File: src/hdl/alpha_blend_line_rasterizer_assert.svh
// ----------------------------------------------------------------------------
// Alpha blend line rasterizer assertion macros
// Assertion wrappers shared by the rasterizer modules. They compile to
// nothing when SYNTHESIS is defined.
// ----------------------------------------------------------------------------
`ifndef ALPHA_BLEND_LINE_RASTERIZER_ASSERT_SVH
`define ALPHA_BLEND_LINE_RASTERIZER_ASSERT_SVH
`ifndef SYNTHESIS
// Checked with reset as a disable condition.
`define ABLR_ASSERT(label, clk, rst_n, prop, msg) \
    label: assert property (@(posedge clk) disable iff (!rst_n) prop) else $error(msg);
// Checked at every edge, reset included.
`define ABLR_ASSERT_NR(label, clk, prop, msg) \
    label: assert property (@(posedge clk) prop) else $error(msg);
`else
`define ABLR_ASSERT(label, clk, rst_n, prop, msg)
`define ABLR_ASSERT_NR(label, clk, prop, msg)
`endif
`endif

File: src/hdl/ablr_pkg.sv
// ----------------------------------------------------------------------------
// Alpha blend line rasterizer package
// Command codes, controller states, control and status bundles and the
// per-channel blend function.
// ----------------------------------------------------------------------------
package ablr_pkg;

    localparam int COORD_W = 11;
    localparam int WALK_W  = 13;
    localparam int ERR_W   = 16;
    localparam int CNT_W   = 12;
    localparam int PIX_W   = 24;
    localparam int CHAN_W  = 8;
    localparam int LUMA_W  = 11;

    localparam logic [PIX_W-1:0]  GREY_LIGHT = 24'hC0C0C0;
    localparam logic [PIX_W-1:0]  GREY_DARK  = 24'h404040;
    localparam logic [LUMA_W-1:0] LUMA_LIMIT = 11'd512;
    localparam logic [CHAN_W-1:0] ALPHA_FULL = 8'd255;
    localparam logic [CHAN_W-1:0] ALPHA_NONE = 8'd0;

    typedef enum logic [1:0] {
        OP_DRAW  = 2'd0,
        OP_XOR   = 2'd1,
        OP_READ  = 2'd2,
        OP_CLEAR = 2'd3
    } t_op;

    typedef enum logic [2:0] {
        S_CLEAR,
        S_IDLE,
        S_PRD,
        S_PWR,
        S_RD,
        S_DONE
    } t_state;

    typedef struct packed {
        logic load;
        logic rd_pix;
        logic wr_pix;
        logic clr_step;
        logic load_result;
    } t_cmd;

    typedef struct packed {
        logic clr_last;
        logic last_step;
    } t_sts;

    function automatic logic [CHAN_W-1:0] blend_chan(input logic [CHAN_W-1:0] a,
                                                     input logic [CHAN_W-1:0] c,
                                                     input logic [CHAN_W-1:0] old);
        logic [2*CHAN_W-1:0] p_new;
        logic [2*CHAN_W-1:0] p_old;
        logic [2*CHAN_W:0]   acc;
        p_new = (2*CHAN_W)'(a) * (2*CHAN_W)'(c);
        p_old = (2*CHAN_W)'(ALPHA_FULL - a) * (2*CHAN_W)'(old);
        acc   = (2*CHAN_W+1)'(p_new) + (2*CHAN_W+1)'(p_old);
        return acc[2*CHAN_W-1:CHAN_W];
    endfunction

endpackage

File: src/hdl/ablr_ctrl.sv
// ----------------------------------------------------------------------------
// Alpha blend line rasterizer controller
// Sequences the clearing pass, the per-pixel read and write of a line walk,
// the pixel read and the hand-over of each result to the output register.
// ----------------------------------------------------------------------------
`include "alpha_blend_line_rasterizer_assert.svh"

module ablr_ctrl (
    input  logic            i_clk,
    input  logic            i_rst_n,
    input  logic            i_in_valid,
    output logic            o_in_ready,
    input  logic [1:0]      i_opcode,
    output logic            o_out_valid,
    input  logic            i_out_ready,
    input  ablr_pkg::t_sts  i_sts,
    output ablr_pkg::t_cmd  o_cmd
);
    import ablr_pkg::*;

    t_state r_state;
    t_state n_state;
    logic   r_from_cmd;
    logic   r_out_valid;
    logic   out_free;

    assign out_free    = !r_out_valid || i_out_ready;
    assign o_out_valid = r_out_valid;

    always_ff @(posedge i_clk) begin
        if (!i_rst_n) begin
            r_state     <= S_CLEAR;
            r_from_cmd  <= 1'b0;
            r_out_valid <= 1'b0;
        end else begin
            r_state <= n_state;
            if (o_cmd.load) begin
                r_from_cmd <= (t_op'(i_opcode) == OP_CLEAR);
            end
            if (o_cmd.load_result) begin
                r_out_valid <= 1'b1;
            end else if (i_out_ready) begin
                r_out_valid <= 1'b0;
            end
        end
    end

    always_comb begin
        n_state = r_state;
        unique case (r_state)
            S_CLEAR: begin
                // The clearing pass after reset returns to idle; a clear
                // request still owes its result.
                if (i_sts.clr_last) begin
                    n_state = r_from_cmd ? S_DONE : S_IDLE;
                end
            end
            S_IDLE: begin
                if (i_in_valid) begin
                    unique case (t_op'(i_opcode))
                        OP_DRAW, OP_XOR: n_state = S_PRD;
                        OP_READ:         n_state = S_RD;
                        OP_CLEAR:        n_state = S_CLEAR;
                        default:         n_state = S_IDLE;
                    endcase
                end
            end
            S_PRD: n_state = S_PWR;
            S_PWR: begin
                if (i_sts.last_step) begin
                    n_state = S_DONE;
                end else begin
                    n_state = S_PRD;
                end
            end
            S_RD: n_state = S_DONE;
            S_DONE: begin
                if (out_free) begin
                    n_state = S_IDLE;
                end
            end
            default: n_state = S_IDLE;
        endcase
    end

    always_comb begin
        o_in_ready = 1'b0;
        o_cmd      = '0;
        unique case (r_state)
            S_CLEAR: o_cmd.clr_step = 1'b1;
            S_IDLE: begin
                o_in_ready = 1'b1;
                o_cmd.load = i_in_valid;
            end
            S_PRD:   o_cmd.rd_pix = 1'b1;
            S_PWR:   o_cmd.wr_pix = 1'b1;
            S_RD:    o_cmd.rd_pix = 1'b1;
            S_DONE:  o_cmd.load_result = out_free;
            default: o_cmd = '0;
        endcase
    end

    `ABLR_ASSERT_NR(a_reset_clears, i_clk, !i_rst_n |=> (r_state == S_CLEAR && !o_out_valid), "reset must start the clearing pass with no result pending")
    `ABLR_ASSERT(a_write_after_read, i_clk, i_rst_n, (r_state == S_PWR) |-> ($past(r_state) == S_PRD), "pixel write without a preceding read")
    `ABLR_ASSERT(a_result_shown, i_clk, i_rst_n, o_cmd.load_result |=> o_out_valid, "loaded result not presented")

endmodule

File: config.mk
export PLATFORM = sky130hd
export DESIGN_NAME = ablr_ctrl
export DESIGN_NICKNAME = d
export VERILOG_FILES = /design/src/hdl/ablr_pkg.sv /design/src/hdl/ablr_ctrl.sv
export VERILOG_INCLUDE_DIRS = /design/src /design/src/hdl
export SDC_FILE = /design/constraint.sdc
export NUM_CORES = 1
export LEC_CHECK = 0
export ABC_AREA = 1
export BUFFER_PORTS_ARGS = -buffer_cell sky130_fd_sc_hd__buf_2
export CORE_AREA = 2 2 39 41
export DETAILED_ROUTE_END_ITERATION = 16
export DIE_AREA = 0 0 41 43
export PLACE_DENSITY_LB_ADDON = 0.3
export SYNTH_ARGS = -nofsm -noshare
export SYNTH_HDL_FRONTEND = slang
export SYNTH_SLANG_ARGS = --single-unit
File: constraint.sdc
create_clock -name i_clk -period 2.2 [get_ports i_clk]
set_input_delay 0.33 -clock i_clk [delete_from_list [all_inputs] [get_ports i_clk]]
set_output_delay 0.33 -clock i_clk [all_outputs]
set_load 0.02 [all_outputs]
==> results of run 1 <==
[critical path, cell delays in order, from the launching register on]
cell	delay [ns]
dfxtp_1	0.43
nand3_1	0.20
a21oi_1	0.16
buf_2	0.18
[power breakdown]
part / switching [mW] / internal (mW)
sequential: 0.00725 / 0.0961
combinational: 0.0525 / 0.0298
clock: 0.0372 / 0.0685
total: 0.0969 / 0.194
[Yosys cell counts]
cell type and number:
inv_1 11, nand2_1 10, nor2_1 9, dfxtp_1 5, nor2_2 4, a21oi_1 2
a31oi_1 2, inv_2 2, a21oi_2 1, nand3_1 1, nand3_2 1, nand3_4 1
nand4_1 1, nor3_1 1, nor4_1 1, o21ai_0 1, o21ai_1 1, o21ai_2 1
[worst min-delay path by stage]
stage | from | end | slack, ns | depth (start not counted)
final | i_rst_n | r_state[0] | 0.34 | 3
after global routing | i_rst_n | r_state[0] | 0.34 | 3
after CTS | i_rst_n | r_state[0] | 0.34 | 3
after detailed placement | o_out_valid | o_out_valid | 0.56 | 2
after global placement | o_out_valid | o_out_valid | 0.55 | 2
after floorplan | i_rst_n | r_state[0] | 0.45 | 2
[logic make-up (layout without fill, tap and decap cells)]
group | count (synthesis) | after routing | share of synthesized area
AND/OR/NAND/NOR | 29 | 29 | 0.4239
buffers and inverters | 13 | 31 | 0.1413
AO/OA/AOI/OAI | 8 | 8 | 0.1449
flip-flops | 5 | 5 | 0.2899
[cell usage in the layout (no fill, tap or decap)]
cell	netlist	routed
nand3_2	1	1
nor4_1	1	1
a31oi_1	2	2
dfxtp_1	5	5
nor2_2	4	4
nand2_1	10	10
buf_2	0	14
o21ai_0	1	1
a21oi_1	2	2
clkbuf_1	0	1
inv_1	11	11
nor3_1	1	1
clkbuf_4	0	3
nand4_1	1	1
o21ai_2	1	1
nand3_4	1	1
nand3_1	1	1
a21oi_2	1	1
o21ai_1	1	1
inv_2	2	2
nor2_1	9	9
[metal layers]
layer / GRT usage / up-vias / part of all wire
li1: - / 208 / -
met1: 0.1294 / 166 / 0.42
met2: 0.1469 / 8 / 0.50
met3: 0.03141 / 2 / 0.057
met4: 0.1000 / 0 / 0.018
met5: 0 / - / 0
[area by class of cell]
cell class | instances | area share
sequential | 5 | 0.2168
timing repair buffer | 14 | 0.1518
tap | 16 | 0.04336
multi-input combinational | 37 | 0.4255
inverter | 13 | 0.1057
clock buffer | 4 | 0.05691
[through the flow]
stage	power, mW	instance area [µm²]	hold slack (ns)	cells
2_1_floorplan	0.1626	345.3	0.4538	55
3_3_place_gp	0.1881	435.4	0.5527	85
3_5_place_dp	0.1882	435.4	0.5565	85
4_1_cts	0.2970	461.7	0.3355	89
5_1_grt	0.3129	461.7	0.3421	89
6_report	0.2914	461.7	0.3382	89
[state kept, by name, summed over array words and instances (netlist names)]
register	cells
o_out_valid	1
r_from_cmd	1
r_state	3
==> results.sh, run 1 <==
export IMPL_vias=384
export IMPL_clk_pin_slew_ns=0.05
export IMPL_crit_fanout=7
export IMPL_drv_cap=0
export IMPL_setup_worst_path_class="flop to output pin"
export IMPL_post_cts_setup_buffers=0
export IMPL_max_vdd_ir_drop_uv=236.8
export IMPL_cts_root_buf="clkbuf_4"
export IMPL_rows=14
export IMPL_fill_cells=157
export IMPL_worst_slack_ns=0.6650
export IMPL_cp_end_kind="output pin"
export IMPL_clock_sinks=5
export IMPL_grt_pass1_vias=331
export IMPL_yosysWarnings=0
export IMPL_ys_ff_latch=5
export IMPL_finish_utilization=0.3336
export IMPL_grt_setup_unrepaired="no"
export IMPL_max_slew_margin=0.8436
export IMPL_multi_input_area_um2=196.4
export IMPL_ios=15
export IMPL_yosysUniqueCellTypes=18
export IMPL_endpoint="o_cmd[0]"
export IMPL_synth_largest_area_cell="dfxtp_1"
export IMPL_grt_pass1_wl_um=1248
export IMPL_clock_path_buffers=2
export IMPL_port_buffer_count=14
export IMPL_die_h_um=43
export IMPL_die_area_mm2=0.001763
export IMPL_cts_resized=0
export IMPL_status="finished, final reports clean"
export IMPL_r2r_end="r_state[1]"
export IMPL_die_x_um=41
export IMPL_powerDensity_mw_per_mm2=631.1
export IMPL_cp_data_required_time_ns=1.87
export IMPL_drive_above_1_share=0.3699
export IMPL_synth_area_per_cell_um2=6.279
export IMPL_viasPerCell=4.315
export IMPL_grt_overflow_total=0
export IMPL_num_antenna_cells=0
export IMPL_hold_viol_final=0
export IMPL_synth_top_cell_area_share=0.2899
export IMPL_wire_per_inst_um=8.539
export IMPL_hold_class="primary input to flop"
export IMPL_reg2reg_slack_ns=1.08
export IMPL_finalNetCount=82
export IMPL_cp_startpoint="r_state[2]"
export IMPL_antenna_found_initial=0
export IMPL_reg2reg_depth=5
export IMPL_seq_area_um2=100.1
export IMPL_cts_tree="yes"
export IMPL_setup_tns_ns=0
export IMPL_fin_crit_sh=0.6977
export IMPL_coreArea_mm2=0.001384
export IMPL_finalSetupViolCount=0
export IMPL_drtAntennaViolNets=0
export IMPL_syn_area_um2=345.3
export IMPL_synthCells=55
export IMPL_grt_usage=0.1087
export IMPL_start_util=0.2495
export IMPL_dpl_hpwl_um=635.3
export IMPL_clock_skew_ns=0.002507
export IMPL_crit_path_start_kind="flop"
export IMPL_clk_latency_ns=0.24
export IMPL_syn_nets=63
export IMPL_max_clock_freq_mhz=651.5
export IMPL_cts_made_buffers=3
export IMPL_dr_pass1_iters=4
export IMPL_grt_start_max_net_pins=8
export IMPL_arrival_ns=1.20
export IMPL_place_congestion=0.6973
export IMPL_place_ws_ns=0.9249
export IMPL_ys_seq_area_frac=0.2899
export IMPL_route_detailed_drc=0
export IMPL_initialDrtViolationCount=6
export IMPL_slew_viol_final=0
export IMPL_reg2reg_from="r_state[2]"
export IMPL_min_period_ns=1.535
export IMPL_p_leak_nw=0.2478
export IMPL_yosys_top_cells_area="dfxtp_1 (29%), inv_1 (12%), nand2_1 (11%)"
export IMPL_cts_hold_buf=0
export IMPL_htreeDepth=1
export IMPL_area_growth_pct=33.70
export IMPL_postRouteWirelength_um=760
export IMPL_tightest_slew_ns=0.2324
No activity file was read; power rests on OpenSTA's default activity.
==> run 2: changes to the inputs <==
==> constraint.sdc (replaced) <==
create_clock -name i_clk -period 1.5 [get_ports i_clk]
set_input_delay 0.225 -clock i_clk [delete_from_list [all_inputs] [get_ports i_clk]]
set_output_delay 0.225 -clock i_clk [all_outputs]
set_load 0.02 [all_outputs]
==> run 2 against run 1 <==
Sequential share of layout area shrank 0.23 points. Count of clock-buffer cells in the layout did not move. Worst setup slack lost 0.55 ns. Clock power grew 46%. Sequential power is 49% higher. Critical path depth unchanged. Final cell count is the same. First-iteration DRC count fell by 17%. Worst hold slack lost 0.10 ns. Total power up 47%. Largest cell class unchanged. Largest power group unchanged.
==> results.sh, run 2 (same netlist as run 1, synthesis figures left out) <==
export IMPL_coreArea_mm2=0.001384
export IMPL_grt_usage=0.1087
export IMPL_drv_cap=0
export IMPL_fill_cells=157
export IMPL_grt_start_max_net_pins=8
export IMPL_finalSetupViolCount=0
export IMPL_die_area_mm2=0.001763
export IMPL_fin_crit_sh=0.9242
export IMPL_drive_above_1_share=0.3836
export IMPL_vias=381
export IMPL_r2r_end="r_from_cmd"
export IMPL_rows=14
export IMPL_final_cell_count_no_fill=89
export IMPL_finalNetCount=82
export IMPL_cts_made_buffers=3
export IMPL_status="finished, final reports clean"
export IMPL_tightest_slew_ns=0.2523
export IMPL_max_slew_margin=0.8316
export IMPL_powerDensity_mw_per_mm2=918.5
export IMPL_place_congestion=0.6972
export IMPL_setup_tns_ns=0
export IMPL_viasPerCell=4.281
export IMPL_min_path_cells=3
export IMPL_crit_fanout=7
export IMPL_top_register="r_state"
export IMPL_clock_sinks=5
export IMPL_final_cell_mix="buf_2 (14), inv_1 (11), nand2_1 (10)"
export IMPL_reg2reg_slack_ns=0.39
export IMPL_hold_viol_final=0
export IMPL_initialDrtViolationCount=5
export IMPL_route_detailed_drc=0
export IMPL_grt_pass1_wl_um=1248
export IMPL_clock_path_buffers=2
export IMPL_largest_register_ffs=3
export IMPL_min_period_ns=1.386
export IMPL_cts_root_buf="clkbuf_4"
export IMPL_num_antenna_cells=0
export IMPL_ios=15
export IMPL_grt_pass1_vias=331
export IMPL_hold_path_startpoint="i_rst_n"
export IMPL_port_buffer_count=14
export IMPL_setup_worst_path_class="flop to output pin"
export IMPL_dpl_hpwl_um=635.3
export IMPL_antenna_found_initial=0
export IMPL_hold_path_end="r_state[0]"
export IMPL_clk_latency_ns=0.24
export IMPL_arrival_ns=1.16
export IMPL_drtAntennaViolNets=0
export IMPL_die_h_um=43
export IMPL_max_clock_freq_mhz=721.4
export IMPL_reg2reg_from="r_state[2]"
export IMPL_wire_per_inst_um=8.730
export IMPL_clk_pin_slew_ns=0.05
export IMPL_dp_cells=85
export IMPL_cts_tree="yes"
export IMPL_p_leak_nw=0.2480
export IMPL_layout_commonest_cell="buf_2"
export IMPL_grt_overflow_total=0
export IMPL_postRouteWirelength_um=777
export IMPL_dr_pass1_iters=3
export IMPL_hold_class="primary input to flop"
export IMPL_area_growth_pct=35.15
export IMPL_htreeDepth=1
export IMPL_crit_path_start_kind="flop"
export IMPL_cp_end_kind="output pin"
export IMPL_grt_setup_unrepaired="no"
export IMPL_start_util=0.2495
export IMPL_die_x_um=41
export IMPL_max_vdd_ir_drop_uv=347.6
export IMPL_cp_data_required_time_ns=1.27
export IMPL_clock_skew_ns=0.002767
export IMPL_reg2reg_depth=6
export IMPL_slew_viol_final=0
==> run 2: area by class of cell <==
type	count	area, µm²	share of cell area
timing repair buffer	14	70.07	0.1501
inverter	13	48.80	0.1046
clock buffer	4	26.28	0.05630
sequential	5	100.1	0.2145
multi-input combinational	37	201.4	0.4316
tap	16	20.02	0.04290
==> run 2: layer usage <==
layer	GRT usage	up-vias	share of wire
li1	-	209	-
met1	0.1294	162	0.41
met2	0.1469	8	0.51
met3	0.03141	2	0.055
met4	0.1000	0	0.018
met5	0	-	0
==> run 2: timing repair <==
item | in CTS | in global routing
hold buffers | 0 | 0
endpoints found under the setup margin | 0 | 1
resized for setup | 0 | 1
setup buffers | 0 | 0
==> run 2: where the power goes <==
| group | switching, mW | leakage [nW] | internal [mW] |
|---|---|---|---|
| Sequential | 0.0118 | 0.0407 | 0.141 |
| Clock | 0.0542 | 0.0150 | 0.101 |
| Combinational | 0.0773 | 0.192 | 0.0438 |
| Total | 0.143 | 0.248 | 0.285 |
==> run 2: worst max-delay path by stage <==
stage                    start  endpoint  slack [ns]
global route        r_state[2]  o_cmd[0]        0.02
global placement    r_state[2]  o_cmd[0]        0.34
detailed placement  r_state[0]  o_cmd[0]        0.33
floorplan           r_state[0]  o_cmd[2]        0.29
finish              r_state[2]  o_cmd[0]        0.11
CTS                 r_state[2]  o_cmd[0]        0.06
==> run 2: worst max-delay path, stage by stage (launching register included) <==
cell,delay [ns]
dfxtp_1,0.45
nand3_2,0.16
a21oi_1,0.13
buf_2,0.17
==> run 2: metrics by stage <==
stage | cell area [µm²] | hold slack [ns] | setup slack (ns) | utilization | power, mW
after detailed placement | 435.4 | 0.4854 | 0.3299 | 0.3146 | 0.2761
after CTS | 461.7 | 0.2305 | 0.06457 | 0.3336 | 0.4355
after global routing | 466.7 | 0.2371 | 0.02205 | 0.3373 | 0.4605
after floorplan | 345.3 | 0.3488 | 0.2914 | - | 0.2385
final | 466.7 | 0.2334 | 0.1137 | 0.3373 | 0.4287
after global placement | 435.4 | 0.4815 | 0.3402 | 0.3146 | 0.2759
